===== src/hw/rtl/utf8_sequence_filter_top_defines.svh =====
// assertion macros used by the filter top rtl
`ifndef UTF8_SEQUENCE_FILTER_TOP_DEFINES_SVH
`define UTF8_SEQUENCE_FILTER_TOP_DEFINES_SVH

`ifndef SYNTHESIS

// same-cycle implication, checked outside reset
`define UTF8SF_ASSERT_IMPLY(label, clk, rst_n, ante, cons) \
    label: assert property (@(posedge clk) disable iff (!rst_n) (ante) |-> (cons)) \
        else $error("utf8 filter check failed");

// next-cycle implication, checked outside reset
`define UTF8SF_ASSERT_NEXT(label, clk, rst_n, ante, cons) \
    label: assert property (@(posedge clk) disable iff (!rst_n) (ante) |=> (cons)) \
        else $error("utf8 filter check failed");

`else

`define UTF8SF_ASSERT_IMPLY(label, clk, rst_n, ante, cons)
`define UTF8SF_ASSERT_NEXT(label, clk, rst_n, ante, cons)

`endif

`endif


===== src/hw/rtl/utf8sf_pkg.sv =====
package utf8sf_pkg;

    // most result bytes one input byte can cause
    localparam int MAX_RESULTS    = 4;
    // default depth of the output queue (power of two, at least 8)
    localparam int DEF_OUTQ_DEPTH = 8;

    localparam logic [9:0] MAX_LENGTH_RESET = 10'd1023;

    // code point limits
    localparam logic [20:0] CP_LIMIT      = 21'h110000;
    localparam logic [20:0] CP_MIN_FOUR   = 21'h010000;
    localparam logic [15:0] CP_MIN_THREE  = 16'h0800;
    localparam logic [15:0] CP_SURR_LOW   = 16'hd800;
    localparam logic [15:0] CP_SURR_HIGH  = 16'he000;
    localparam logic [10:0] CP_MIN_TWO    = 11'h080;

    // sequence lengths
    localparam logic [2:0] LEN_NONE  = 3'd0;
    localparam logic [2:0] LEN_TWO   = 3'd2;
    localparam logic [2:0] LEN_THREE = 3'd3;
    localparam logic [2:0] LEN_FOUR  = 3'd4;

    // filter state carried from byte to byte
    typedef struct packed {
        logic [2:0][7:0] pend;     // held bytes of an open sequence
        logic [1:0]      cnt;      // number of held bytes
        logic [2:0]      exp_len;  // length of the open sequence, or zero
        logic [9:0]      pos;      // position of the next input byte
        logic            disc;     // dropping the tail after a cut
    } t_state;

    // result bytes made by one input byte
    typedef struct packed {
        logic [2:0]      num;
        logic [3:0][7:0] bytes;
    } t_result;

    // check a completed sequence from its lead and second byte
    function automatic logic seq_ok(logic [7:0] b0, logic [7:0] b1, logic [2:0] len);
        logic [20:0] u4;
        logic [15:0] u3;
        logic [10:0] u2;
        logic        ok;
        u4 = {b0[2:0], b1[5:0], 12'd0};
        u3 = {b0[3:0], b1[5:0], 6'd0};
        u2 = {b0[4:0], b1[5:0]};
        case (len)
            LEN_FOUR:  ok = (u4 < CP_LIMIT) && (u4 >= CP_MIN_FOUR);
            LEN_THREE: ok = (u3 >= CP_MIN_THREE) &&
                            !((u3 >= CP_SURR_LOW) && (u3 < CP_SURR_HIGH));
            default:   ok = (u2 >= CP_MIN_TWO);
        endcase
        return ok;
    endfunction

endpackage


===== src/hw/rtl/utf8sf_judge.sv =====
module utf8sf_judge
    import utf8sf_pkg::*;
(
    input  t_state     i_state,
    input  logic [7:0] i_byte,
    input  logic [9:0] i_max_length,
    output t_state     o_state,
    output t_result    o_result
);

    logic [2:0] lead_len;
    logic       held;
    logic       is_cont;
    logic [7:0] second;

    // sequence length announced by a lead byte
    always_comb begin
        case (i_byte) inside
            8'b110?_????: lead_len = LEN_TWO;
            8'b1110_????: lead_len = LEN_THREE;
            8'b1111_0???: lead_len = LEN_FOUR;
            default:      lead_len = LEN_NONE;
        endcase
    end

    assign held    = (i_state.exp_len != LEN_NONE) && (i_state.cnt != 2'd0);
    assign is_cont = (i_byte[7:6] == 2'b10);
    assign second  = (i_state.cnt >= 2'd2) ? i_state.pend[1] : i_byte;

    // next state and results for one byte
    always_comb begin
        o_state  = i_state;
        o_result = '0;
        if (i_state.disc) begin
            // tail after a cut: drop everything, a zero ends the string
            if (i_byte == 8'd0) begin
                o_state.cnt     = 2'd0;
                o_state.exp_len = LEN_NONE;
                o_state.pos     = '0;
                o_state.disc    = 1'b0;
            end
        end else if (i_state.pos >= i_max_length) begin
            // cut point: one terminator replaces the byte
            o_result.num      = 3'd1;
            o_result.bytes[0] = 8'd0;
            o_state.cnt       = 2'd0;
            o_state.exp_len   = LEN_NONE;
            o_state.pos       = '0;
            o_state.disc      = (i_byte != 8'd0);
        end else begin
            o_state.pos = i_state.pos + 10'd1;
            if (held && is_cont) begin
                if (({1'b0, i_state.cnt} + 3'd1) >= i_state.exp_len) begin
                    // sequence complete: emit whole or drop whole
                    if (seq_ok(i_state.pend[0], second, i_state.exp_len)) begin
                        o_result.num = {1'b0, i_state.cnt} + 3'd1;
                        for (int i = 0; i < 3; i++) begin
                            o_result.bytes[i] = (2'(i) < i_state.cnt) ?
                                                i_state.pend[i] : i_byte;
                        end
                        o_result.bytes[3] = i_byte;
                    end
                    o_state.cnt     = 2'd0;
                    o_state.exp_len = LEN_NONE;
                end else if (i_state.cnt != 2'd3) begin
                    o_state.pend[i_state.cnt] = i_byte;
                    o_state.cnt               = i_state.cnt + 2'd1;
                end
            end else begin
                // nothing held, or a broken sequence: judge the byte afresh
                o_state.cnt     = 2'd0;
                o_state.exp_len = LEN_NONE;
                if (!i_byte[7]) begin
                    o_result.num      = 3'd1;
                    o_result.bytes[0] = i_byte;
                    if (i_byte == 8'd0) begin
                        o_state.pos  = '0;
                        o_state.disc = 1'b0;
                    end
                end else if (lead_len != LEN_NONE) begin
                    o_state.pend[0] = i_byte;
                    o_state.cnt     = 2'd1;
                    o_state.exp_len = lead_len;
                end
            end
        end
    end

endmodule


===== src/hw/rtl/utf8sf_outq.sv =====
module utf8sf_outq
    import utf8sf_pkg::*;
#(
    parameter int DEPTH = DEF_OUTQ_DEPTH
) (
    input  logic       i_clk,
    input  logic       i_rst_n,
    input  logic       i_push,
    input  t_result    i_result,
    input  logic       i_pop,
    output logic       o_room,
    output logic       o_valid,
    output logic [7:0] o_byte,
    output logic       o_last
);

    localparam int AW = $clog2(DEPTH);
    localparam int CW = AW + 1;

    logic [DEPTH-1:0][7:0] r_byte;
    logic [DEPTH-1:0]      r_last;
    logic [AW-1:0]         r_wr_ptr;
    logic [AW-1:0]         r_rd_ptr;
    logic [CW-1:0]         r_count;
    logic [2:0]            n_num;
    logic                  n_pop;

    assign n_num   = i_push ? i_result.num : 3'd0;
    assign n_pop   = i_pop && (r_count != '0);
    assign o_room  = (r_count <= CW'(DEPTH - MAX_RESULTS));
    assign o_valid = (r_count != '0);
    assign o_byte  = r_byte[r_rd_ptr];
    assign o_last  = r_last[r_rd_ptr];

    // result bytes of one transaction enter together, last flag on the final one
    always_ff @(posedge i_clk) begin
        for (int i = 0; i < MAX_RESULTS; i++) begin
            if (3'(i) < n_num) begin
                r_byte[r_wr_ptr + AW'(i)] <= i_result.bytes[i];
                r_last[r_wr_ptr + AW'(i)] <= (3'(i) == n_num - 3'd1);
            end
        end
    end

    // pointers and fill count
    always_ff @(posedge i_clk) begin
        if (!i_rst_n) begin
            r_wr_ptr <= '0;
            r_rd_ptr <= '0;
            r_count  <= '0;
        end else begin
            r_wr_ptr <= r_wr_ptr + AW'(n_num);
            r_rd_ptr <= r_rd_ptr + AW'(n_pop);
            r_count  <= r_count + CW'(n_num) - CW'(n_pop);
        end
    end

endmodule


===== src/hw/rtl/utf8_sequence_filter_top.sv =====
// UTF-8 sequence filter. Takes one byte of a zero-terminated string per input
// transaction and passes on only bytes that form valid UTF-8; multi-byte
// sequences are held until complete and leave whole, while overlong forms,
// surrogates, code points above U+10FFFF, stray continuation bytes and bytes
// 0xF8-0xFF are dropped. A zero byte is passed on and restarts the block. At
// input position max_length (written on the cfg channel, reset 1023) the byte
// is replaced by a zero and the rest of the string up to its own zero is
// dropped. One byte is accepted every cycle while the output queue has room
// for four results; each input byte is judged in the cycle it is accepted and
// its results are written into the output queue, which sends one byte per
// cycle while i_ready is high, o_last_of_run marking the final byte of that
// input. A completed four-byte sequence is a four-byte burst at the output;
// the queue's single read port sets the sustained rate to one byte per cycle.
`include "utf8_sequence_filter_top_defines.svh"

module utf8_sequence_filter_top
    import utf8sf_pkg::*;
#(
    parameter int OUTQ_DEPTH = DEF_OUTQ_DEPTH
) (
    input  logic       i_clk,
    input  logic       i_rst_n,
    input  logic       i_valid,
    output logic       o_ready,
    input  logic [7:0] i_data_byte,
    output logic       o_valid,
    input  logic       i_ready,
    output logic [7:0] o_out_byte,
    output logic       o_last_of_run,
    input  logic       i_cfg_valid,
    output logic       o_cfg_ready,
    input  logic [9:0] i_cfg_data
);

    t_state     r_state;
    t_state     n_state;
    t_result    n_result;
    logic [9:0] r_max_length;
    logic       in_fire;

    assign in_fire     = i_valid && o_ready;
    assign o_cfg_ready = 1'b1;

    // byte judgment
    utf8sf_judge u_judge (
        .i_state      (r_state),
        .i_byte       (i_data_byte),
        .i_max_length (r_max_length),
        .o_state      (n_state),
        .o_result     (n_result)
    );

    // output queue
    utf8sf_outq #(
        .DEPTH (OUTQ_DEPTH)
    ) u_outq (
        .i_clk    (i_clk),
        .i_rst_n  (i_rst_n),
        .i_push   (in_fire),
        .i_result (n_result),
        .i_pop    (i_ready),
        .o_room   (o_ready),
        .o_valid  (o_valid),
        .o_byte   (o_out_byte),
        .o_last   (o_last_of_run)
    );

    // truncation length register
    always_ff @(posedge i_clk) begin
        if (!i_rst_n) begin
            r_max_length <= MAX_LENGTH_RESET;
        end else if (i_cfg_valid) begin
            r_max_length <= i_cfg_data;
        end
    end

    // filter state, updated per accepted transaction; held bytes keep their value in reset
    always_ff @(posedge i_clk) begin
        if (!i_rst_n) begin
            r_state.cnt     <= 2'd0;
            r_state.exp_len <= LEN_NONE;
            r_state.pos     <= '0;
            r_state.disc    <= 1'b0;
        end else if (in_fire) begin
            r_state <= n_state;
        end
    end

    // checks
    `UTF8SF_ASSERT_IMPLY(a_tail_silent, i_clk, i_rst_n, in_fire && r_state.disc,
        n_result.num == 3'd0)
    `UTF8SF_ASSERT_IMPLY(a_open_count, i_clk, i_rst_n, r_state.exp_len != LEN_NONE,
        (r_state.cnt != 2'd0) && ({1'b0, r_state.cnt} < r_state.exp_len))
    `UTF8SF_ASSERT_IMPLY(a_idle_count, i_clk, i_rst_n, r_state.exp_len == LEN_NONE,
        r_state.cnt == 2'd0)
    `UTF8SF_ASSERT_NEXT(a_zero_restarts, i_clk, i_rst_n, in_fire && (i_data_byte == 8'd0),
        (r_state.pos == 10'd0) && !r_state.disc && (r_state.cnt == 2'd0))
    `UTF8SF_ASSERT_IMPLY(a_room_on_push, i_clk, i_rst_n, in_fire, n_result.num <= 3'd4)

endmodule

===== config.mk =====
export PLATFORM = sky130hd
export DESIGN_NAME = utf8_sequence_filter_top
export DESIGN_NICKNAME = d
export VERILOG_FILES = /design/src/hw/rtl/utf8sf_pkg.sv /design/src/hw/rtl/utf8sf_judge.sv /design/src/hw/rtl/utf8sf_outq.sv /design/src/hw/rtl/utf8_sequence_filter_top.sv
export VERILOG_INCLUDE_DIRS = /design/src /design/src/hw/rtl
export SDC_FILE = /design/constraint.sdc
export NUM_CORES = 1
export LEC_CHECK = 0
export ABC_CLOCK_PERIOD_IN_PS = 4320
export BUFFER_PORTS_ARGS = -buffer_cell sky130_fd_sc_hd__clkbuf_2
export CORE_UTILIZATION = 30
export CTS_BUF_LIST = sky130_fd_sc_hd__clkbuf_4 sky130_fd_sc_hd__clkbuf_8
export DETAILED_ROUTE_END_ITERATION = 6
export HOLD_SLACK_MARGIN = 0.03
export PLACE_DENSITY = 0.57
export SLEW_MARGIN = 10
export SYNTH_ARGS = -nofsm -noshare
export SYNTH_HDL_FRONTEND = slang
export SYNTH_SLANG_ARGS = --single-unit

===== constraint.sdc =====
create_clock -name i_clk -period 4.32 [get_ports i_clk]
set_input_delay 0 -clock i_clk [delete_from_list [all_inputs] [get_ports i_clk]]
set_output_delay 0 -clock i_clk [all_outputs]
set_load 0.05 [all_outputs]

# Yosys cells after proc, flatten, opt, wreduce, memory -nomap -nowiden
# Cells that the tools add are included.
# word_totals
reg_bits	132
wordCells	184
input_bits	23
out_inout_bits	12
# classes
bitwise_logic	3
muxes	80
n_lt_le_gt_ge	28
eq_ne	15
add_sub_neg	11
n_reduce_logical	27
# ops
cell	count
$bwmux 64	4
$mux 64	4
$mux 26	5
$mux 8	16
$mux 35	3
$demux 8 s3	4
$mux 16	3
$mux 24	2
$mux 13	3
$mux 11	3
$bwmux 8	4
$bmux 8 s3	1
$bwmux 24	1
$ge 21x17->1 const B	1
$lt 21x21->1 const B	1
$mux 3	7
$lt 3x4->1 const B	5
$demux 8 s2	1
$ge 16x12->1 const B	1
$ge 16x16->1 const B	1
$lt 16x16->1 const B	1
$demux 1 s3	4
$ge 3x1->1 const B	4
$logic_and 1x1->1	12
50 further kinds	73

# Depth between registers and ports, before layout
# Gate-level depths: netlist (run 1).
# logic_depth
word_depth	27
mapped_depth	20
depth_no_buf	16

# Cells and area by module
# A second synthesis (run 1) with hierarchy kept.
# unflattened
cells_unflattened	1032
hier_area_um2	9352.7
# by_module_without_submodules
mod	seq_area_each_um2	area_each_um2	cells_per_inst	n_inst
utf8sf_outq	1641.6	5906.9	667	1
utf8_sequence_filter_top	1241.2	1762.9	134	1
utf8sf_judge	0.0	1682.9	231	1

# Least setup slack after synthesis (run 1)
# No wires, ideal clock.
# synth_timing
kind	flip-flop to flip-flop
from	reg r_state[15] (netlist name)
to	reg u_outq.r_count[3]
n_path_buf	4
period_less_slack_ns	4.646
arrival_time_ns	4.531
required_ns	4.205
stages_incl_launch_ff	21
setup_time_ns	0.115
setup_slack_ns	-0.326
path_cell_list	dfxtp_1 buf_1 inv_1 ha_1 ha_1 nand2_1 o21ai_0 nand3b_1 or4_1 buf_4 nor2_1 buf_2 buf_2 nand3_1 ha_1 inv_1 ha_1 a21o_1 a21oi_1 xnor2_1 and2_1
# synth_via
elab_chain_len	19
word_cells_on_any_way	30
cone_classes	3 x add/sub; 8 x order compare; 12 x mux; 7 x reduce/logical
# synth_rtl
item	line_no	source
start: declaration	utf8_sequence_filter_top.sv:35	t_state r_state;
start signal: assignment	utf8_sequence_filter_top.sv:85	r_state <= n_state;
$ge 2x2->1	utf8sf_judge.sv:28	assign second = (i_state.cnt >= 2'd2) ? i_state.pend[1] : i_byte;
$mux 6	utf8sf_judge.sv:28	
$ge 16x16->1 or $lt 16x16->1 (tied branches)	utf8sf_pkg.sv:51	!((u3 >= CP_SURR_LOW) && (u3 < CP_SURR_HIGH));
$logic_and 1x1->1	utf8sf_pkg.sv:51	
$logic_not 1->1	utf8sf_pkg.sv:51	
$logic_and 1x1->1	utf8sf_pkg.sv:50	LEN_THREE: ok = (u3 >= CP_MIN_THREE) &&
$pmux 1 s2	utf8sf_pkg.sv:48	case (len)
$mux 1	utf8sf_judge.sv:53	if (({1'b0, i_state.cnt} + 3'd1) >= i_state.exp_len) begin
[... 3 more ...]	-	
$mux 35	utf8sf_judge.sv:55	if (seq_ok(i_state.pend[0], second, i_state.exp_len)) begin
$mux 35	utf8sf_judge.sv:53	
$mux 3 (*)	utf8sf_judge.sv:52	if (held && is_cont) begin
$mux 3 (*)	utf8sf_judge.sv:42	end else if (i_state.pos >= i_max_length) begin
$mux 35 (*)	utf8sf_judge.sv:34	if (i_state.disc) begin
$mux 3 (*)	utf8sf_outq.sv:28	assign n_num = i_push ? i_result.num : 3'd0;
$add 4x3->4 (*)	utf8sf_outq.sv:54	r_count <= r_count + CW'(n_num) - CW'(n_pop);
$sub 4x1->4 (*)	utf8sf_outq.sv:54	
end signal: assignment	utf8sf_outq.sv:54	
end: declaration	utf8sf_outq.sv:24	logic [CW-1:0] r_count;
# Every way passes the cells marked *; elsewhere a longest branch is shown, timed or not. The select of a mux whose other input is x is not followed.
# A chain may end at the register's enable or synchronous reset.

# Worst setup path in the final report (run 1)
# layout_timing
from	reg r_state[14] (netlist name)
to	reg u_outq.r_byte[29] (netlist name)
# layout_via
elab_chain_len	25
word_cells_on_any_way	50
cone_classes	1 x add/sub; 15 x order compare; 27 x mux; 7 x reduce/logical
# layout_rtl
item	line_no	source
$ge 2x2->1	utf8sf_judge.sv:28	
$mux 6	utf8sf_judge.sv:28	
$ge 16x16->1 or $lt 16x16->1 (tied branches)	utf8sf_pkg.sv:51	
$logic_and 1x1->1	utf8sf_pkg.sv:51	
$logic_not 1->1	utf8sf_pkg.sv:51	
$logic_and 1x1->1	utf8sf_pkg.sv:50	
$pmux 1 s2	utf8sf_pkg.sv:48	
$mux 1	utf8sf_judge.sv:53	
[... 9 more ...]	-	
$lt 1x3->1	utf8sf_outq.sv:38	if (3'(i) < n_num) begin
$mux 64	utf8sf_outq.sv:38	
$bwmux 64	utf8sf_outq.sv:39	r_byte[r_wr_ptr + AW'(i)] <= i_result.bytes[i];
$mux 64	utf8sf_outq.sv:38	
$bwmux 64	utf8sf_outq.sv:39	
$mux 64	utf8sf_outq.sv:38	
$bwmux 64	utf8sf_outq.sv:39	
$mux 64 (*)	utf8sf_outq.sv:38	
end signal: indexed assignment	utf8sf_outq.sv:39	
end: declaration	utf8sf_outq.sv:20	logic [DEPTH-1:0][7:0] r_byte;
# Marked as above.

==> metrics, run 1 <==
status=finished, violations left; failing checks=design-rule violations; RSZ-0062 raised after global routing=no; Crit. End Element=flip-flop; TritonCTS Sinks=132; CP bufs+invs=1; Cell Pwr Density=384 nW/um2; commonest register cell after synthesis=dfxtp_1; Post-DP Area=about 9500 um2; Syn Area/Cell=8.94 um2; Hold Slack=0.0676 ns; Max Clock Freq=approximately 0.26 GHz; Post-synth ARST share=0; number of global-route vias before repair=7,808; Inserted Diodes=0; Core ar.=28,700 um2; CTS tree=yes; Max Slew Vio Count=0; crit-path leading delay family=simple AND/OR/NAND/NOR gates; Row Count=62; number of flops mapped to enable cells by yosys=24; die area=~30,000 um2; slowest CP cell=or4_4; filler cell count=roughly 3,000; final instance area=10,300 um2; Critical Path RT=4.63 ns; GRT Resource Usage Total=0.197; # DRC=2; global placer's final weighted congestion=0.928; Die W=173 um; Post-Route Skew=0.0128 ns; initial antenna violation count=0; largest net degree at the start of global routing=38; CTS root buffer=clkbuf_8; kind of critical path=reg -> reg; number of setup buffers added after CTS=0; initial core utilization=0.306; total power=0.00394 W; I/O pins=35; Initial DRC Count=939; Critical Path AT=approximately 4.1 ns; count of unique library cells instantiated by Yosys=78; Final nets=1,104; grt ovf=0; worst-margin pin slew=roughly 1.1 ns; Final period util=0.885; H-Tree Depth=4; final WL=29.2 mm; Clock Latency Late Sink=about 0.47 ns; Yosys top cell area share=0.246; die height=around 170 um; Post-Syn Nets=1,036; slew margin rel.=0.285; Max clock buf depth=2; antenna-violating nets left=0; Final Hold Fails=0; 1st-pass router iterations=7; Synth area leader=dfxtp_1; first-pass GRT wire length=46.2 mm; final setup vio count=0; critical path peak fanout=10; Syn. warnings=0; max incr delay on CP=around 0.63 ns; Area growth, synth to finish=16.9%; port buffer count=33; CP cell instances=inv_1 > ha_1 > ha_1 > nand2_1 > o21ai_0 > nand3b_1 > or4_4 > o21a_1 > nor2_1 > a211oi_1 > a211oi_1 > a221oi_1; DR vias=~8,200; routed vias/inst=5.71; layout cells sized above 1=0.192; sequential share of the synthesized area=0.329; VDD IR-drop max=0.000151 V; Clk pin slew, worst setup/hold paths=approximately 0.080 ns; setup TNS=0 ns; TritonCTS buffer count=17; detailed-placement wirelength estimate=~22 mm; CP startpoint kind=flip-flop; most instantiated cells after synthesis=dfxtp_1, a21oi_1, nand2_1; synth top area cells=dfxtp_1, edfxtp_1, mux2_2; flops & latches, synth=132; LEAKAGE=~3.9 nW; post-synthesis cell count=981; WL/cell=20.2 um; Netlist Area Pre-Place=8770 um2; maxcap violations=0; most frequent cell after synthesis=dfxtp_1; post-layout minimum cycle time=3.83 ns; Hold WC Path Type=in -> reg
[final timing paths]
check / from / end / cells past startpoint / slack (ns)
max: r_state[14]$_SDFFE_PN0P_ / u_outq.r_byte[29]$_DFF_P_ / 12 / 0.49
min: i_ready / u_outq.r_rd_ptr[0]$_SDFF_PN0_ / 4 / 0.07
max reg2reg: r_state[14]$_SDFFE_PN0P_ / u_outq.r_byte[29]$_DFF_P_ / 12 / 0.49
min reg2reg: r_state[10]$_SDFFE_PN0P_ / r_state[10]$_SDFFE_PN0P_ / 2 / 0.51
[metal layers]
metal | GRT usage | part of all wire
met1 | 0.280 | 0.47
met2 | 0.302 | 0.44
met3 | 0.0431 | 0.077
met4 | 0.0490 | 0.013
met5 | 0 | 0
[through the flow]
| stage | setup WS, ns | instances | utilization |
|---|---|---|---|
| 2_1_floorplan | 0.0286 | 981 | - |
| 3_3_place_gp | 0.361 | 1377 | 0.330 |
| 5_1_grt | 0.195 | 1445 | 0.357 |
| 3_5_place_dp | 0.330 | 1377 | 0.330 |
| 4_1_cts | 0.302 | 1445 | 0.357 |
| 6_report | 0.495 | 1445 | 0.357 |
[kinds of logic after synthesis]
family          Yosys count  synth area share
fa+ha+maj                32            0.0473
other cells               1          0.000427
compound gates          324             0.255
buf+inv                 100            0.0458
xor+xnor                 10           0.00998
flops                   132             0.329
simple gates            295             0.182
mux                      87             0.131
[worst reg2reg max path, stage by stage (launching register included)]
cell and delay, ns:
dfxtp_2 0.41, inv_1 0.11, ha_1 0.32, ha_1 0.28, nand2_1 0.05, o21ai_0 0.25
nand3b_1 0.16, or4_4 0.63, o21a_1 0.39, nor2_1 0.58, a211oi_1 0.18, a211oi_1 0.24
a221oi_1 0.07
[flip-flops by register name (all words and copies together) (netlist names)]
signal           flops
u_outq.r_last        8
r_max_length        10
u_outq.r_count       4
r_state             40
u_outq.r_byte       64
u_outq.r_wr_ptr      3
u_outq.r_rd_ptr      3
[what timing repair did]
item,in CTS,in global routing
hold endpoints to repair,29,0
setup endpoints to repair,0,16
hold buffers,37,0
gates resized for setup,0,3
[power by group]
group | switching, W | leakage (nW) | internal [W]
Sequential | 0.000108 | 1.10 | 0.00139
Combinational | 0.000815 | 2.63 | 0.000536
Clock | 0.000549 | 0.202 | 0.000541
Total | 0.00147 | 3.93 | 0.00247
[cells in the final DEF (no fill, tap or decap), types with 30 or more instances in the layout]
cell type	instances
inv_1	38
nor2_1	44
dfxtp_1	107
mux2_2	45
a211oi_1	55
dlygate4sd3_1	37
a21oi_1	84
buf_4	40
nand3_1	31
ha_1	30
a221oi_1	30
o21ai_0	38
nand2_1	75
clkbuf_2	33
[cell type report]
cell class                      count  area (um2)  area share
Clock buffer                       19         262      0.0255
Clock inverter                     12         131      0.0128
Inverter                           39         146      0.0143
Multi-Input combinational cell    749        5520       0.538
Sequential cell                   132        2880       0.281
Tap cell                          384         480      0.0468
Timing Repair Buffer              110         836      0.0815
(Power assumes the default switching activity.)
==> run 2, diff against run 1 <==
Settings changed: ABC_CLOCK_PERIOD_IN_PS 4320 to 3400, CORE_ASPECT_RATIO from default to 0.9.
Clock period 4.32 ns to 3.4 ns, I/O delays scaled along.
==> metrics, run 2 (synthesis gave the netlist of run 1 again) <==
Critical Path RT=3.75 ns; final WL=between 30 and 40 mm; Max Slew Vio Count=0; CTS tree=yes; post-layout minimum cycle time=3.29 ns; Worst R2R Path Depth=13; Cell Pwr Density=470 nW/um2; TritonCTS buffer count=17; r2r setup slk=roughly 0.11 ns; Top reg by flops=u_outq.r_byte; post-place setup slack=-0.114 ns; Inserted Diodes=0; H-Tree Depth=4; die area=29,900 um2; Core ar.=slightly below 30,000 um2; WL/cell=roughly 21 um; Clock Latency Late Sink=0.47 ns; status=finished, violations left; GRT Resource Usage Total=0.206; detailed-placement wirelength estimate=23.3 mm; commonest cells after routing, fill and taps aside=dfxtp_1, a21oi_1, buf_4, nand2_1, a211oi_1; slew margin rel.=0.449; port buffer count=33; RSZ-0062 raised after global routing=yes; CTS root buffer=clkbuf_8; worst-margin pin slew=between 0.8 and 0.9 ns; placed insts=1,434; maxcap violations=0; Max clock buf depth=2; Post-DP Area=10,100 um2; TritonCTS Sinks=132; initial antenna violation count=1; routed vias/inst=between 5 and 6; hold path start=i_cfg_valid; Critical Path AT=3.64 ns; failing checks=design-rule violations; critical path peak fanout=9; Final nets=1,138; most common cell after layout, fill and taps aside=dfxtp_1; worst r2r src=r_state[14]$_SDFFE_PN0P_; Worst Hold Path EP=r_max_length[7]$_SDFFE_PN1P_; LEAKAGE=4.20 nW; kind of critical path=reg -> reg; Hold WC Path Type=in -> reg; global placer's final weighted congestion=0.921; Initial DRC Count=853; antenna-violating nets left=0; Critical R2R Capture=u_outq.r_count[2]$_SDFF_PN0_; # DRC=10; I/O pins=35; final setup vio count=0; final core area utilization=0.377; 1st-pass router iterations=7; Max Clock Freq=slightly above 0.3 GHz; max FFs per register=64; layout cells sized above 1=0.269; Die W=between 150 and 200 um; VDD IR-drop max=0.000302 V; Post-Route Skew=slightly above 0.02 ns; final instance area=~11,000 um2; CP Launch Point=r_state[14]$_SDFFE_PN0P_; filler cell count=around 2,900; worst hold path depth=3; die height=~160 um; FF+latch area=2890 um2; fin cells=approximately 1,500; Final Hold Fails=0; grt ovf=0; Final period util=0.968; area of the multi-input gates=5770 um2; Crit. End Element=flip-flop; biggest regs=u_outq.r_byte (64), r_state (40), r_max_length (10); DR vias=8,446; initial core utilization=0.304; Final WS setup=0.110 ns; largest net degree at the start of global routing=38; Row Count=59; CP startpoint kind=flip-flop; Clk pin slew, worst setup/hold paths=0.08 ns; first-pass GRT wire length=47.0 mm; number of global-route vias before repair=~7,800; Area growth, synth to finish=24.2%
run 2: power by group:
| group | leakage, nW | switching [W] | internal (W) | total [W] |
|---|---|---|---|---|
| combinational | 2.89 | 0.00110 | 0.000734 | 0.00183 |
| clock | 0.207 | 0.000649 | 0.000748 | 0.00140 |
| sequential | 1.10 | 0.000124 | 0.00177 | 0.00189 |
| total | 4.20 | 0.00187 | 0.00325 | 0.00512 |
run 2: layer usage:
metal	track usage	vias to the layer above	part of all wire
met5	0	-	0
met2	0.311	370	0.44
met1	0.297	4094	0.47
li1	-	3952	-
met4	0.0516	0	0.014
met3	0.0399	30	0.082
run 2: what timing repair did:
item	4_1_cts	5_1_grt
pin swaps	0	9
hold buffers	21	0
gates cloned	0	1
resized for setup	1	40
setup buffers	0	4
setup endpoints to repair	6	86
hold endpoints to repair	29	0
run 2: how the worst max path moves through the flow:
stage	to	depth (start not counted)
finish	u_outq.r_count[2]$_SDFF_PN0_	13
global route	u_outq.r_byte[42]$_DFF_P_	14
CTS	u_outq.r_count[3]$_SDFF_PN0_	16
detailed placement	u_outq.r_byte[5]$_DFF_P_	15
global placement	u_outq.r_byte[5]$_DFF_P_	9
floorplan	u_outq.r_count[3]$_SDFF_PN0_	20
run 2: layout make-up:
cell class	count	share of cell area
repair buffers	144	0.110
flip-flops and latches	132	0.265
inverters	39	0.0139
well taps	396	0.0455
clock buffers	19	0.0240
clock inverters	11	0.0123
multi-input cells	749	0.529
run 2: per-stage QoR:
step | total power (W) | hold slack (ns) | TNS (ns)
final | 0.00512 | 0.0588 | 0
after global routing | 0.00540 | 0.0770 | -0.568
after CTS | 0.00513 | 0.0319 | 0
after detailed placement | 0.00371 | 0.220 | -0.466
after global placement | 0.00369 | 0.214 | -0.563
after floorplan | 0.00324 | 0.0989 | -0.169
run 2: worst max-delay path, stage by stage (launching register included):
cell and delay (ns):
dfxtp_4 0.37, inv_4 0.05, ha_4 0.16, o21a_1 0.20, a21oi_2 0.13, mux2_4 0.32
or4_4 0.50, buf_12 0.17, o41ai_4 0.30, ha_1 0.25, inv_1 0.07, fa_2 0.39
xnor2_1 0.13, and2_1 0.15
==> run 3, diff against run 2 <==
Settings changed: CORE_UTILIZATION 30 to 37, PLACE_DENSITY 0.57 to 0.65.
==> metrics, run 3 (synthesis gave the netlist of run 1 again) <==
Net Sw Power=about 0.0020 W; kind of critical path=reg -> reg; Initial DRC Count=1,009; commonest cells after routing, fill and taps aside=dfxtp_1, buf_4, a21oi_1, nand2_1, a211oi_1; 1st-pass router iterations=5; Critical Path RT=roughly 3.8 ns; TritonCTS Sinks=132; biggest regs=u_outq.r_byte (64), r_state (40), r_max_length (10); grt ovf=0; maxcap violations=0; WL/cell=20.7 um; Final Hold Fails=0; CTS root buffer=clkbuf_8; CTS tree=yes; Final nets=roughly 1,200; Clk pin slew, worst setup/hold paths=0.09 ns; final setup vio count=0; slew margin rel.=0.320; LEAKAGE=4.25 nW; CP startpoint kind=flip-flop; Hold WC Path Type=in -> reg; global placer's final weighted congestion=0.967; layout cells sized above 1=0.283; Final period util=0.995; P_int=0.00318 W; Max Clock Freq=0.296 GHz; # DRC=0; post-place setup slack=-0.0334 ns; TritonCTS buffer count=17; combinational share of power=0.364; filler cell count=about 2,200; Sw Ratio=0.381; final WL=a little under 30 mm; Area growth, synth to finish=25.2%; Cell Pwr Density=468 nW/um2; port buffer count=33; critical path peak fanout=6; placed insts=1,340; Post-Route Skew=around 0.016 ns; Top reg by flops=u_outq.r_byte; worst-margin pin slew=between 1 and 1.5 ns; Crit. End Element=flip-flop; antenna-violating nets left=0; Inserted Diodes=0; status=finished clean; Final WS setup=~0.017 ns; most common cell after layout, fill and taps aside=dfxtp_1; Flop pwr share=0.370; max incr delay on CP=between 0.4 and 0.5 ns; Max Slew Vio Count=0; RSZ-0062 raised after global routing=yes; number of global-route vias before repair=around 8,000; critical path's most frequent cell=ha_4; Critical Path AT=roughly 3.8 ns; routed vias/inst=just over 6; first-pass GRT wire length=45.7 mm; largest net degree at the start of global routing=38; detailed-placement wirelength estimate=21.6 mm; post-layout minimum cycle time=3.38 ns; initial core utilization=0.376; I/O pins=35; final core area utilization=0.471; Row Count=53; fin cells=between 1,000 and 1,500; H-Tree Depth=4; Die W=164 um; setup TNS=0 ns; power share of the clock group=0.266; DR vias=8,612; Max clock buf depth=2; CP cell instances=inv_4 > ha_4 > ha_4 > nand2_2 > o21ai_2 > nand3b_1 > or4_4 > buf_8 > buf_6 > o41ai_4 > ha_2 > inv_2 > fa_2 > xnor2_1 > and2_1; die height=148 um; Clock Latency Late Sink=~0.46 ns; die area=24,300 um2; max FFs per register=64; initial antenna violation count=0; Core ar.=23,300 um2; GRT Resource Usage Total=0.243; VDD IR-drop max=0.000416 V; slowest CP cell=or4_4
-- run 3: power by group through the flow --
stage | Combinational (W) | Clock [W] | Sequential [W]
after global placement | 0.00172 | 0 | 0.00193
after CTS | 0.00179 | 0.00138 | 0.00190
after floorplan | 0.00137 | 0 | 0.00187
final | 0.00187 | 0.00137 | 0.00190
after detailed placement | 0.00174 | 0 | 0.00193
after global routing | 0.00204 | 0.00144 | 0.00192
-- run 3: path summary, 6_finish.rpt --
kind,to,cells past startpoint,from,slack [ns]
max,u_outq.r_count[2]$_SDFF_PN0_,15,r_state[15]$_SDFFE_PN0P_,0.02
min,u_outq.r_rd_ptr[0]$_SDFF_PN0_,4,i_ready,0.06
max reg2reg,u_outq.r_count[2]$_SDFF_PN0_,15,r_state[15]$_SDFFE_PN0P_,0.02
min reg2reg,r_state[10]$_SDFFE_PN0P_,2,r_state[10]$_SDFFE_PN0P_,0.53
-- run 3: metrics by stage --
step	hold WS [ns]	area (um2)	total power [W]
final	0.0616	11000	0.00514
after global placement	0.219	9890	0.00365
after global routing	0.0588	11000	0.00540
after CTS	0.0526	10700	0.00507
after detailed placement	0.227	9890	0.00367
after floorplan	0.0989	8910	0.00324
-- run 3: per-layer routing --
metal,wire [um],global-route usage
met3,2340,0.0404
met4,522,0.0616
met1,13100,0.346
met5,0,0
met2,13400,0.380
-- run 3: area by class of cell --
cell class,count,area [um2],share of cell area
Clock inverter,12,119,0.0108
Timing Repair Buffer,166,1350,0.122
Inverter,39,154,0.0140
Sequential cell,132,2890,0.263
Multi-Input combinational cell,749,5820,0.530
Clock buffer,20,275,0.0251
Tap cell,302,378,0.0344
-- run 3: what timing repair did --
action,CTS,global route
hold endpoints to repair,30,0
gates cloned,0,1
endpoints found under the setup margin,7,73
pin swaps,0,11
gates resized for setup,2,62
hold buffers,37,0
setup buffers,0,10
-- run 3: worst max-delay path, delay by kind of cell, from the launching register on --
| family | cells | cell delay (ns) |
|---|---|---|
| buf+inv | 4 | 0.40 |
| xor+xnor | 1 | 0.13 |
| flops | 1 | 0.40 |
| fa+ha+maj | 4 | 1.16 |
| compound gates | 2 | 0.40 |
| simple gates | 4 | 0.79 |
